===== src/design/gtpie_pkg.sv =====
`default_nettype none
package gtpie_pkg;

    localparam int OFFSET_W = 17;
    localparam logic [OFFSET_W-1:0] OFFSET_MAX   = 17'h1FFFF;
    localparam logic [OFFSET_W-1:0] HEADER_BYTES = 17'd12;

    // Header byte positions.
    localparam logic [OFFSET_W-1:0] HDR_POS_TYPE      = 17'd1;
    localparam logic [OFFSET_W-1:0] HDR_POS_LEN_HI    = 17'd2;
    localparam logic [OFFSET_W-1:0] HDR_POS_LEN_LO    = 17'd3;
    localparam logic [OFFSET_W-1:0] HDR_POS_SEQ_FIRST = 17'd8;
    localparam logic [OFFSET_W-1:0] HDR_POS_SEQ_LAST  = 17'd10;
    localparam logic [OFFSET_W-1:0] HDR_POS_FINAL     = 17'd11;

    // Byte positions within one IE.
    localparam logic [3:0] IE_POS_TYPE     = 4'd0;
    localparam logic [3:0] IE_POS_LEN_HI   = 4'd1;
    localparam logic [3:0] IE_POS_LEN_LO   = 4'd2;
    localparam logic [3:0] IE_POS_FLAGS    = 4'd4;
    localparam logic [3:0] IE_POS_W1_FIRST = 4'd5;
    localparam logic [3:0] IE_POS_W1_LAST  = 4'd8;
    localparam logic [3:0] IE_POS_W2_FIRST = 4'd9;
    localparam logic [3:0] IE_POS_W2_LAST  = 4'd12;
    localparam logic [3:0] IE_POS_MAX      = 4'd15;

    localparam logic [7:0] TYPE_CREATE_RSP = 8'd33;
    localparam logic [7:0] TYPE_MODIFY_RSP = 8'd35;
    localparam logic [7:0] IE_TYPE_FTEID   = 8'd87;
    localparam logic [7:0] IE_PAA          = 8'd79;
    localparam logic [7:0] IE_EBI          = 8'd73;
    localparam logic [7:0] IE_BEARER_CTX   = 8'd93;
    localparam logic [5:0] IFTYPE_S1U      = 6'd1;
    localparam logic [5:0] IFTYPE_S11      = 6'd11;

    localparam logic [15:0] MIN_LEN_WORD_ONE = 16'd5;
    localparam logic [15:0] MIN_LEN_WORD_TWO = 16'd9;

    localparam logic [2:0] STATUS_CREATE    = 3'd0;
    localparam logic [2:0] STATUS_MODIFY    = 3'd1;
    localparam logic [2:0] STATUS_NACK      = 3'd2;
    localparam logic [2:0] STATUS_DUPLICATE = 3'd3;
    localparam logic [2:0] STATUS_TRUNCATED = 3'd4;

    localparam int FOUND_S1U = 0;
    localparam int FOUND_S11 = 1;
    localparam int FOUND_PAA = 2;
    localparam int FOUND_EBI = 3;

    typedef enum logic [3:0] {
        MODE_HEADER = 4'b0001,
        MODE_WALK   = 4'b0010,
        MODE_DONE   = 4'b0100,
        MODE_DUP    = 4'b1000
    } t_mode;

    typedef struct packed {
        logic [7:0] data_byte;
        logic       last_byte;
    } t_in_word;

    typedef struct packed {
        logic [2:0]  status;
        logic [3:0]  found_mask;
        logic [31:0] s1u_teid;
        logic [31:0] sgw_ipv4;
        logic [31:0] s11_teid;
        logic [31:0] ue_ipv4;
        logic [7:0]  bearer_id;
    } t_result;

endpackage
`default_nettype wire


===== src/design/gtpv2c_response_ie_extractor.sv =====
`default_nettype none
// GTPv2-C response IE extractor: takes one message byte per cycle with no gaps
// of its own, since every byte passes the header and IE-walk logic once. After
// the final byte of a message it presents one result word (status, found mask
// and the extracted TEIDs, addresses and bearer id) from the result register,
// which loads it when the core takes that byte from the input register. Each
// byte passes an input register, the combinational header and IE-walk logic,
// and a result register. The input stalls only while a final
// byte sits in the input register and the previous result word has not been
// taken yet; otherwise bytes flow at one per cycle regardless of the output side.
module gtpv2c_response_ie_extractor (
    input  wire         i_clk,
    input  wire         i_rst_n,
    input  wire         i_in_valid,
    output logic        o_in_ready,
    input  wire  [7:0]  i_data_byte,
    input  wire         i_last_byte,
    output logic        o_out_valid,
    input  wire         i_out_ready,
    output logic [2:0]  o_status,
    output logic [3:0]  o_found_mask,
    output logic [31:0] o_s1u_teid,
    output logic [31:0] o_sgw_ipv4,
    output logic [31:0] o_s11_teid,
    output logic [31:0] o_ue_ipv4,
    output logic [7:0]  o_bearer_id
);

    gtpie_pkg::t_in_word in_word;
    gtpie_pkg::t_in_word held_word;
    gtpie_pkg::t_result  core_res;
    gtpie_pkg::t_result  out_res;
    logic                held_valid;
    logic                take;
    logic                res_valid;

    assign in_word.data_byte = i_data_byte;
    assign in_word.last_byte = i_last_byte;

    // A final byte needs a free result slot, or one being emptied this cycle.
    assign take = held_valid && (!held_word.last_byte || !o_out_valid || i_out_ready);

    gtpie_in_reg u_in_reg (
        .i_clk   (i_clk),
        .i_rst_n (i_rst_n),
        .i_valid (i_in_valid),
        .o_ready (o_in_ready),
        .i_word  (in_word),
        .i_take  (take),
        .o_valid (held_valid),
        .o_word  (held_word)
    );

    gtpie_core u_core (
        .i_clk       (i_clk),
        .i_rst_n     (i_rst_n),
        .i_proc      (take),
        .i_word      (held_word),
        .o_res_valid (res_valid),
        .o_res       (core_res)
    );

    gtpie_out_reg u_out_reg (
        .i_clk   (i_clk),
        .i_rst_n (i_rst_n),
        .i_load  (res_valid),
        .i_res   (core_res),
        .o_valid (o_out_valid),
        .i_ready (i_out_ready),
        .o_res   (out_res)
    );

    assign o_status     = out_res.status;
    assign o_found_mask = out_res.found_mask;
    assign o_s1u_teid   = out_res.s1u_teid;
    assign o_sgw_ipv4   = out_res.sgw_ipv4;
    assign o_s11_teid   = out_res.s11_teid;
    assign o_ue_ipv4    = out_res.ue_ipv4;
    assign o_bearer_id  = out_res.bearer_id;

endmodule
`default_nettype wire


===== src/design/gtpie_in_reg.sv =====
`default_nettype none
module gtpie_in_reg (
    input  wire                   i_clk,
    input  wire                   i_rst_n,
    input  wire                   i_valid,
    output logic                  o_ready,
    input  wire gtpie_pkg::t_in_word i_word,
    input  wire                   i_take,
    output logic                  o_valid,
    output gtpie_pkg::t_in_word   o_word
);

    logic                r_valid;
    gtpie_pkg::t_in_word r_word;

    // The register frees up in the same cycle the core consumes its word.
    assign o_ready = !r_valid || i_take;
    assign o_valid = r_valid;
    assign o_word  = r_word;

    always_ff @(posedge i_clk) begin
        if (!i_rst_n) begin
            r_valid <= 1'b0;
        end else if (i_valid && o_ready) begin
            r_valid <= 1'b1;
        end else if (i_take) begin
            r_valid <= 1'b0;
        end
    end

    always_ff @(posedge i_clk) begin
        if (i_valid && o_ready) begin
            r_word <= i_word;
        end
    end

endmodule
`default_nettype wire


===== src/design/gtpie_core.sv =====
`default_nettype none
module gtpie_core (
    input  wire                      i_clk,
    input  wire                      i_rst_n,
    input  wire                      i_proc,
    input  wire gtpie_pkg::t_in_word i_word,
    output logic                     o_res_valid,
    output gtpie_pkg::t_result       o_res
);

    localparam int OW = gtpie_pkg::OFFSET_W;

    function automatic logic [OW-1:0] sat_offset(input logic [OW:0] v);
        logic [OW-1:0] r;
        r = (v > {1'b0, gtpie_pkg::OFFSET_MAX}) ? gtpie_pkg::OFFSET_MAX : v[OW-1:0];
        return r;
    endfunction

    logic [OW-1:0]    r_offset, n_offset;
    logic [7:0]       r_msg_type, n_msg_type;
    logic [15:0]      r_msg_len, n_msg_len;
    logic [23:0]      r_seq, n_seq;
    logic [23:0]      r_last_seq, n_last_seq;
    gtpie_pkg::t_mode r_mode, n_mode;
    logic [OW-1:0]    r_next_ie, n_next_ie;
    logic [7:0]       r_ie_type, n_ie_type;
    logic [15:0]      r_ie_len, n_ie_len;
    logic [7:0]       r_ie_flags, n_ie_flags;
    logic [31:0]      r_w1, n_w1;
    logic [31:0]      r_w2, n_w2;
    logic [3:0]       r_ie_pos, n_ie_pos;
    logic [31:0]      r_s1u, n_s1u;
    logic [31:0]      r_sgw, n_sgw;
    logic [31:0]      r_s11, n_s11;
    logic [31:0]      r_ue, n_ue;
    logic [7:0]       r_ebi, n_ebi;
    logic [3:0]       r_found, n_found;

    logic [7:0]    b;
    logic [OW-1:0] p;
    logic [OW-1:0] walk_bound;
    logic          ie_start;
    logic [3:0]    pos_cur;
    logic [15:0]   len_new;
    logic [31:0]   w1_new;
    logic [31:0]   w2_new;
    logic [2:0]    status;

    assign b          = i_word.data_byte;
    assign p          = r_offset;
    assign walk_bound = {1'b0, r_msg_len} + 17'd4;
    assign ie_start   = (p == r_next_ie);
    assign pos_cur    = ie_start ? gtpie_pkg::IE_POS_TYPE :
                        (r_ie_pos < gtpie_pkg::IE_POS_MAX) ? r_ie_pos + 4'd1 : r_ie_pos;
    assign len_new    = {r_ie_len[15:8], b};
    assign w1_new     = {r_w1[23:0], b};
    assign w2_new     = {r_w2[23:0], b};

    always_comb begin
        n_offset   = sat_offset({1'b0, p} + 18'd1);
        n_msg_type = r_msg_type;
        n_msg_len  = r_msg_len;
        n_seq      = r_seq;
        n_last_seq = r_last_seq;
        n_mode     = r_mode;
        n_next_ie  = r_next_ie;
        n_ie_type  = r_ie_type;
        n_ie_len   = r_ie_len;
        n_ie_flags = r_ie_flags;
        n_w1       = r_w1;
        n_w2       = r_w2;
        n_ie_pos   = r_ie_pos;
        n_s1u      = r_s1u;
        n_sgw      = r_sgw;
        n_s11      = r_s11;
        n_ue       = r_ue;
        n_ebi      = r_ebi;
        n_found    = r_found;

        case (r_mode)
            gtpie_pkg::MODE_HEADER: begin
                if (p == gtpie_pkg::HDR_POS_TYPE) begin
                    n_msg_type = b;
                end else if (p == gtpie_pkg::HDR_POS_LEN_HI) begin
                    n_msg_len = {b, 8'h00};
                end else if (p == gtpie_pkg::HDR_POS_LEN_LO) begin
                    n_msg_len = {r_msg_len[15:8], b};
                end else if (p >= gtpie_pkg::HDR_POS_SEQ_FIRST &&
                             p <= gtpie_pkg::HDR_POS_SEQ_LAST) begin
                    n_seq = {r_seq[15:0], b};
                end else if (p == gtpie_pkg::HDR_POS_FINAL) begin
                    if (r_seq == r_last_seq) begin
                        n_mode = gtpie_pkg::MODE_DUP;
                    end else begin
                        n_last_seq = r_seq;
                        if (r_msg_type == gtpie_pkg::TYPE_CREATE_RSP ||
                            r_msg_type == gtpie_pkg::TYPE_MODIFY_RSP) begin
                            n_mode = gtpie_pkg::MODE_WALK;
                        end else begin
                            n_mode = gtpie_pkg::MODE_DONE;
                        end
                    end
                end
            end
            gtpie_pkg::MODE_WALK: begin
                // An IE that would start at or past the end of the message ends the walk.
                if (ie_start && p >= walk_bound) begin
                    n_mode = gtpie_pkg::MODE_DONE;
                end else begin
                    n_ie_pos = pos_cur;
                    if (pos_cur == gtpie_pkg::IE_POS_TYPE) begin
                        n_ie_type = b;
                    end else if (pos_cur == gtpie_pkg::IE_POS_LEN_HI) begin
                        n_ie_len = {b, 8'h00};
                    end else if (pos_cur == gtpie_pkg::IE_POS_LEN_LO) begin
                        n_ie_len = len_new;
                        if (len_new == 16'd0) begin
                            n_mode = gtpie_pkg::MODE_DONE;
                        end else if (r_ie_type == gtpie_pkg::IE_BEARER_CTX) begin
                            // Step into the grouped IE: its first child follows the header.
                            n_next_ie = sat_offset({1'b0, p} + 18'd2);
                        end else begin
                            n_next_ie = sat_offset({1'b0, p} + {2'b00, len_new} + 18'd2);
                        end
                    end else if (pos_cur == gtpie_pkg::IE_POS_FLAGS) begin
                        n_ie_flags = b;
                        if (r_ie_type == gtpie_pkg::IE_EBI) begin
                            n_ebi = b;
                            n_found[gtpie_pkg::FOUND_EBI] = 1'b1;
                        end
                    end else if (pos_cur >= gtpie_pkg::IE_POS_W1_FIRST &&
                                 pos_cur <= gtpie_pkg::IE_POS_W1_LAST) begin
                        n_w1 = w1_new;
                        if (pos_cur == gtpie_pkg::IE_POS_W1_LAST &&
                            r_ie_len >= gtpie_pkg::MIN_LEN_WORD_ONE) begin
                            if (r_ie_type == gtpie_pkg::IE_TYPE_FTEID &&
                                r_ie_flags[5:0] == gtpie_pkg::IFTYPE_S11) begin
                                n_s11 = w1_new;
                                n_found[gtpie_pkg::FOUND_S11] = 1'b1;
                            end else if (r_ie_type == gtpie_pkg::IE_PAA) begin
                                n_ue = w1_new;
                                n_found[gtpie_pkg::FOUND_PAA] = 1'b1;
                            end
                        end
                    end else if (pos_cur >= gtpie_pkg::IE_POS_W2_FIRST &&
                                 pos_cur <= gtpie_pkg::IE_POS_W2_LAST) begin
                        n_w2 = w2_new;
                        if (pos_cur == gtpie_pkg::IE_POS_W2_LAST &&
                            r_ie_len >= gtpie_pkg::MIN_LEN_WORD_TWO &&
                            r_ie_type == gtpie_pkg::IE_TYPE_FTEID &&
                            r_ie_flags[5:0] == gtpie_pkg::IFTYPE_S1U) begin
                            n_s1u = r_w1;
                            n_sgw = w2_new;
                            n_found[gtpie_pkg::FOUND_S1U] = 1'b1;
                        end
                    end
                end
            end
            default: begin
            end
        endcase

        if (n_mode == gtpie_pkg::MODE_HEADER) begin
            status = gtpie_pkg::STATUS_TRUNCATED;
        end else if (n_mode == gtpie_pkg::MODE_DUP) begin
            status = gtpie_pkg::STATUS_DUPLICATE;
        end else if (n_msg_type == gtpie_pkg::TYPE_CREATE_RSP) begin
            status = gtpie_pkg::STATUS_CREATE;
        end else if (n_msg_type == gtpie_pkg::TYPE_MODIFY_RSP) begin
            status = gtpie_pkg::STATUS_MODIFY;
        end else begin
            status = gtpie_pkg::STATUS_NACK;
        end

        o_res.status     = status;
        o_res.found_mask = n_found;
        o_res.s1u_teid   = n_s1u;
        o_res.sgw_ipv4   = n_sgw;
        o_res.s11_teid   = n_s11;
        o_res.ue_ipv4    = n_ue;
        o_res.bearer_id  = n_ebi;

        // The final byte closes the message; only the stored sequence survives.
        if (i_word.last_byte) begin
            n_offset   = '0;
            n_msg_type = '0;
            n_msg_len  = '0;
            n_seq      = '0;
            n_mode     = gtpie_pkg::MODE_HEADER;
            n_next_ie  = gtpie_pkg::HEADER_BYTES;
            n_ie_type  = '0;
            n_ie_len   = '0;
            n_ie_flags = '0;
            n_w1       = '0;
            n_w2       = '0;
            n_ie_pos   = '0;
            n_s1u      = '0;
            n_sgw      = '0;
            n_s11      = '0;
            n_ue       = '0;
            n_ebi      = '0;
            n_found    = '0;
        end
    end

    assign o_res_valid = i_proc && i_word.last_byte;

    always_ff @(posedge i_clk) begin
        if (!i_rst_n) begin
            r_offset   <= '0;
            r_msg_type <= '0;
            r_msg_len  <= '0;
            r_seq      <= '0;
            r_last_seq <= '0;
            r_mode     <= gtpie_pkg::MODE_HEADER;
            r_next_ie  <= gtpie_pkg::HEADER_BYTES;
            r_ie_type  <= '0;
            r_ie_len   <= '0;
            r_ie_flags <= '0;
            r_w1       <= '0;
            r_w2       <= '0;
            r_ie_pos   <= '0;
            r_s1u      <= '0;
            r_sgw      <= '0;
            r_s11      <= '0;
            r_ue       <= '0;
            r_ebi      <= '0;
            r_found    <= '0;
        end else if (i_proc) begin
            r_offset   <= n_offset;
            r_msg_type <= n_msg_type;
            r_msg_len  <= n_msg_len;
            r_seq      <= n_seq;
            r_last_seq <= n_last_seq;
            r_mode     <= n_mode;
            r_next_ie  <= n_next_ie;
            r_ie_type  <= n_ie_type;
            r_ie_len   <= n_ie_len;
            r_ie_flags <= n_ie_flags;
            r_w1       <= n_w1;
            r_w2       <= n_w2;
            r_ie_pos   <= n_ie_pos;
            r_s1u      <= n_s1u;
            r_sgw      <= n_sgw;
            r_s11      <= n_s11;
            r_ue       <= n_ue;
            r_ebi      <= n_ebi;
            r_found    <= n_found;
        end
    end

endmodule
`default_nettype wire


===== src/design/gtpie_out_reg.sv =====
`default_nettype none
module gtpie_out_reg (
    input  wire                     i_clk,
    input  wire                     i_rst_n,
    input  wire                     i_load,
    input  wire gtpie_pkg::t_result i_res,
    output logic                    o_valid,
    input  wire                     i_ready,
    output gtpie_pkg::t_result      o_res
);

    logic               r_valid;
    gtpie_pkg::t_result r_res;

    assign o_valid = r_valid;
    assign o_res   = r_res;

    always_ff @(posedge i_clk) begin
        if (!i_rst_n) begin
            r_valid <= 1'b0;
        end else if (i_load) begin
            r_valid <= 1'b1;
        end else if (i_ready) begin
            r_valid <= 1'b0;
        end
    end

    always_ff @(posedge i_clk) begin
        if (i_load) begin
            r_res <= i_res;
        end
    end

endmodule
`default_nettype wire


===== config.mk =====
export PLATFORM = sky130hd
export DESIGN_NAME = gtpv2c_response_ie_extractor
export DESIGN_NICKNAME = d
export VERILOG_FILES = /design/src/design/gtpie_pkg.sv /design/src/design/gtpv2c_response_ie_extractor.sv /design/src/design/gtpie_in_reg.sv /design/src/design/gtpie_core.sv /design/src/design/gtpie_out_reg.sv
export SDC_FILE = /design/constraint.sdc
export NUM_CORES = 1
export LEC_CHECK = 0
export ABC_AREA = 1
export BUFFER_PORTS_ARGS = -buffer_cell sky130_fd_sc_hd__buf_2
export CAP_MARGIN = 15
export CORE_MARGIN = 5
export CORE_UTILIZATION = 27
export DETAILED_ROUTE_END_ITERATION = 7
export GPL_ROUTABILITY_DRIVEN = 1
export PLACE_DENSITY = 0.49
export SLEW_MARGIN = 20
export SYNTH_ARGS = -nofsm -noshare
export SYNTH_HDL_FRONTEND = slang
export SYNTH_SLANG_ARGS = --single-unit

===== constraint.sdc =====
create_clock -name i_clk -period 12.3 [get_ports i_clk]
set_clock_uncertainty 0.1 [all_clocks]
set_input_delay 2.46 -clock i_clk [delete_from_list [all_inputs] [get_ports i_clk]]
set_output_delay 2.46 -clock i_clk [all_outputs]
set_load 0.005 [all_outputs]

# Yosys cells after proc, flatten, opt, wreduce, memory -nomap -nowiden
# Cells that the tools add are included.
# word_totals
reg_bits,494
input_bits,13
elab_cells,290
# op_classes
n_addsub,6
muxes,152
order_cmp,13
bitwise,5
eq_ne,35
n_reduce_logical,47
# ops
operator,n
32-bit two-way mux,49
24-bit two-way mux,15
17-bit two-way mux,12
16-bit two-way mux,9
8-bit two-way mux,17
4-bit two-way mux,23
"18-bit by 17-bit greater-than comparator with 1-bit output, second input constant",3
6-bit two-way mux,7
"17-bit by 2-bit equality test with 1-bit output, second input constant",2
"8-bit by 6-bit equality test with 1-bit output, second input constant",4
"8-bit by 7-bit equality test with 1-bit output, second input constant",4
24-bit equality test,1
2-bit nonzero test,12
"2-bit != test, second input constant",10
"17-bit by 1-bit adder with 18-bit output, second input constant",1
17-bit by 16-bit adder with 18-bit output,1
"17-bit by 2-bit adder with 18-bit output, second input constant",1
"18-bit by 2-bit adder with 18-bit output, second input constant",1
"16-bit by 3-bit adder with 17-bit output, second input constant",1
"17-bit by 1-bit equality test with 1-bit output, second input constant",1
17-bit equality test,1
"17-bit by 4-bit equality test with 1-bit output, second input constant",1
17-bit >= comparator,1
"17-bit by 4-bit >= comparator with 1-bit output, second input constant",1
other kinds (32),80

# Longest topological paths before layout
# logic_depth
depth_word,17
ltp_mapped,25
depth_no_buf,24

# Modules after synthesis
# Synthesis repeated with hierarchy kept, for this count alone.
# hier_totals
hier_cells,3436
hier_area_um2,25318.0
# modules_own_cells
mod,area_per_inst_um2,instances,seq_area_each_um2,cells_per_inst
gtpie_core,20643.5,1,6806.5,3267
gtpie_out_reg,4337.9,1,4314.1,149
gtpie_in_reg,321.6,1,290.3,16
gtpv2c_response_ie_extractor,15.0,1,0.0,4

# Worst setup path after synthesis
# OpenSTA, ideal clock, no wires.
# synth_path
path_type,input to register
start,input port i_out_ready
end,register u_core.r_seq[10]
arrival_time_ps,6599
t_required_ps,12068
setup_slack_ps,5469
stages,8
cell_sequence,nor2_1 -> a21oi_1 -> nand2_1 -> inv_1 -> nor2_2 -> buf_2 -> nand2_1 -> a21oi_1
# synth_via
elab_chain_len,3
# synth_lines
element,line_no,source
"start, declared",gtpv2c_response_ie_extractor.sv:19,"input wire i_out_ready,"
1-bit logical OR,gtpv2c_response_ie_extractor.sv:41,assign take = held_valid && (!held_word.last_byte || !o_out_valid || i_out_ready);
1-bit logical AND,gtpv2c_response_ie_extractor.sv:41,
6-bit AND reduction (no source line),--,
"end signal, assigned",gtpie_core.sv:233,r_seq <= n_seq;
"end, declared",gtpie_core.sv:22,"logic [23:0] r_seq, n_seq;"
# No other way between the ends.
# A chain may end at the register's enable or synchronous reset.

# Final worst setup path
# layout_path
start,input port i_out_ready
end,output port o_in_ready
# layout_via
elab_chain_len,3
# layout_lines
element,line_no,source
1-bit logical OR,gtpv2c_response_ie_extractor.sv:41,
1-bit logical AND,gtpv2c_response_ie_extractor.sv:41,
1-bit logical OR,gtpie_in_reg.sv:17,assign o_ready = !r_valid || i_take;
"end, declared",gtpv2c_response_ie_extractor.sv:15,"output logic o_in_ready,"
# No other way between the ends.

==> metrics.md <==
| Metric | Value |
|---|---|
| Run status | finished clean |
| Worst Path Class, Setup | primary input to output pin |
| Fin area | about 0.028 mm² |
| Fmax | 180 MHz |
| Final Hold Slack | approximately 0.36 ns |
| Post-detail-place hpwl | approximately 50000 µm |
| Fin nets | approximately 3400 |
| Yosys Warn Count | 0 |
| Final Cycle Share | between 40% and 50% |
| Final min period | around 5.6 ns |
| CTS buffer count | 57 |
| Critical Path Slowest Stage Cell | nor2_1 |
| Synthesized cell area | around 0.024 mm² |
| VDD IR max | a little over 0.1 mV |
| Startpoint types | primary input |
| Asr flop ratio synth | 0% |
| Vias in the first global route | about 20000 |
| IO Pins | approximately 160 |
| Drt wl/cell | around 17 µm |
| DRT Pass-1 Iters | 5 |
| Ant. Diodes | 0 |
| H-tree depth | 2 |
| Worst setup margin | between 6 and 7 ns |
| Worst Max-Slew Pin Slew | around 1.2 ns |
| Fin. Hold Viols | 0 |
| Post-route ant nets | 0 |
| Ys flop type | dfxtp_1 |
| Min-delay worst type | flip-flop to flip-flop |
| Crit path max fanout | 3 |
| Worst path top cell family by delay | simple AND/OR/NAND/NOR gates |
| Slew headroom | 21.7% |
| RSZ-0062 raised after global routing | no |
| CTS tree | done |
| Worst Path Required | slightly below 10 ns |
| Pre-CTS setup slack | between 6 and 7 ns |
| Net count after synthesis | around 3400 |
| Initial drt markers | between 1500 and 2000 |
| Routed via count | around 22000 |
| Clk sinks | about 500 |
| CP peak stage delay | roughly 0.16 ns |
| Critical Path AT | roughly 3.0 ns |
| Synthesized area per cell | around 7.4 µm² |
| Root buf cell | clkbuf_16 |
| Pins Over Slew Limit | 0 |
| Area Overhead vs Synth | 14.9% |
| First-pass GRT wire length | between 100000 and 150000 µm |
| CTS max path bufs | 3 |
| #FFs+latches synth | roughly 490 |
| Routability cong. | around 0.84 |
| Gr usage total | 15.5% |
| Largest net degree at the start of global routing | between 150 and 200 |
| Post-DR vias/cell | between 4 and 5 |
| Final wirelength | 77800 µm |
| Clock Latency Late Sink | between 0.6 and 0.7 ns |
| Critical-path cell list | buf_2 > nor2_1 > nand3_1 > buf_2 |
| Max Cap Viol | 0 |
| Post-Route Setup TNS | 0 ns |
| Power Total | 3680 µW |
| Number of port buffers | about 160 |
| Post-synth EDFFs | 152 |
| Yosys cell types | 50 |
| Die area | between 0.09 and 0.1 mm² |
| Most Frequent Cell on Critical Path | buf_2 |
| P per Cell Area | ~130 mW/mm² |
| Layout cells sized above 1 | 10.2% |
| Synth Instances | about 3300 |
| Die width | roughly 310 µm |
| Die Ht | ~310 µm |
| Drt drc | 0 |
| Total gr overflow | 0 |
| Rows | 110 |
| Post-CTS setup buffer count | 0 |
| CP endpoint kind | output pin |
| Clock transition at the registers of the reported paths | approximately 0.060 ns |
| Post-CTS resize count | 0 |
| Sequential area share after synthesis | a little under half |
| Leak | between 0.01 and 0.015 µW |
| Initial core utilization | between 20% and 30% |
| # setup viols final | 0 |
| Initial antenna violation count | 5 |
| Crit path buf inv count | 2 |
| Area after DPL | around 0.026 mm² |
| Total core area | roughly 0.09 mm² |
| Cts hold-fix bufs | 0 |
worst register-to-register path, stage by stage, from the launching register on:
cell and delay, ns:
dfxtp_1 0.39, ha_1 0.20, nand3_1 0.12, nor2_1 0.11, nand2_1 0.08, nor2_1 0.16
nand2_1 0.09, nor2_1 0.15, nand3_1 0.11, or3b_2 0.46, ha_1 0.34, nand2_1 0.08
nor2_1 0.12, nor2b_1 0.24, nand4_1 0.16, nand4_1 0.16, nand2_1 0.08, nand3_1 0.14
nand2_2 0.49, nand2_1 1.02, a21oi_1 0.11, nand3b_1 0.20
worst paths after layout:
| path | start | end | slack (ns) | cells past startpoint |
|---|---|---|---|---|
| setup / recovery | i_out_ready | o_in_ready | 6.74 | 4 |
| hold / removal | u_core.r_last_seq[22] | u_core.r_last_seq[22] | 0.36 | 2 |
| setup reg to reg | u_core.r_msg_len[2] | u_core.r_next_ie[3] | 7.02 | 21 |
| hold reg to reg | u_core.r_last_seq[22] | u_core.r_last_seq[22] | 0.36 | 2 |
sequential cells by signal (all words and copies together) (netlist names), 32 cells and up:
register / cells
u_core.r_s11: 32
u_core.r_ue: 32
u_core.r_w1: 32
u_core.r_s1u: 32
u_core.r_sgw: 32
u_out_reg.o_res: 143
final cells by class:
type                    instances  area (µm²)
repair buffers                181         978
inverters                     246         941
flip-flops and latches        494       11400
well taps                    1176        1470
fillers                      9699       61800
clock inverters                37         474
multi-input cells            2360       11300
clock buffers                  71        1490
synthesized netlist by cell type, types with 7 or more instances:
library cell / instances / share of area (%)
nand2_1: 1134 / 17
dfxtp_1: 342 / 28
a21oi_1: 325 / 6.7
nand3_1: 228 / 4.7
inv_1: 227 / 3.5
nor2_1: 185 / 2.8
o21ai_0: 153 / 3.1
edfxtp_1: 152 / 19
clkbuf_1: 112 / 1.7
ha_1: 56 / 2.9
buf_2: 53 / 1.1
nand4_1: 48 / 1.2
a211oi_1: 36 / 1.1
xor2_1: 32 / 1.1
xnor2_1: 27 / 0.97
nor3_1: 23 / 0.47
a21oi_2: 19 / 0.68
inv_2: 18 / 0.28
buf_1: 10 / 0.15
nand3b_1: 10 / 0.31
o21ai_1: 10 / 0.20
o21a_1: 9 / 0.28
o211ai_1: 8 / 0.25
or2_2: 7 / 0.18
cells in the final DEF (no fill, tap or decap), types with 32 or more instances in the layout:
cell type	count
clkbuf_16	57
nand4_1	48
a211oi_1	36
nand2_1	1132
ha_1	56
nor2_1	184
xor2_1	32
nand3_1	228
edfxtp_1	152
buf_2	157
inv_1	223
o21ai_0	152
a21oi_1	325
dfxtp_1	342
through the flow:
step / utilization [%] / instances
after floorplan: - / 3287
after global placement: 29.0 / 4457
after detailed placement: 29.0 / 4457
after CTS: 31.2 / 4565
after global routing: 31.2 / 4565
final: 31.2 / 4565
logic make-up (layout without fill, tap and decap cells):
logic type      Yosys count  in the layout  share of synthesized area [%]
flops                   494            494                           46.7
compound gates          581            581                           13.0
buf+inv                 433            535                           7.20
fa+ha+maj                57             57                           2.95
xor+xnor                 59             59                           2.11
simple gates           1663           1663                           28.0
metal layers:
| layer | global-route usage, % | share of wire, % | up-vias |
|---|---|---|---|
| met5 | 0 | 0 | - |
| met3 | 2.16 | 4.1 | 96 |
| met4 | 4.03 | 2.6 | 0 |
| met2 | 25.5 | 46 | 466 |
| met1 | 21.5 | 47 | 10100 |
| li1 | - | - | 10900 |
where the power goes:
| part | internal [µW] | switching, µW | total, µW |
|---|---|---|---|
| logic | 38.6 | 136 | 175 |
| clock network | 1040 | 746 | 1780 |
| registers | 1700 | 22.1 | 1720 |
| total | 2770 | 904 | 3680 |
Note: power is estimated with default switching activity, not from simulation.
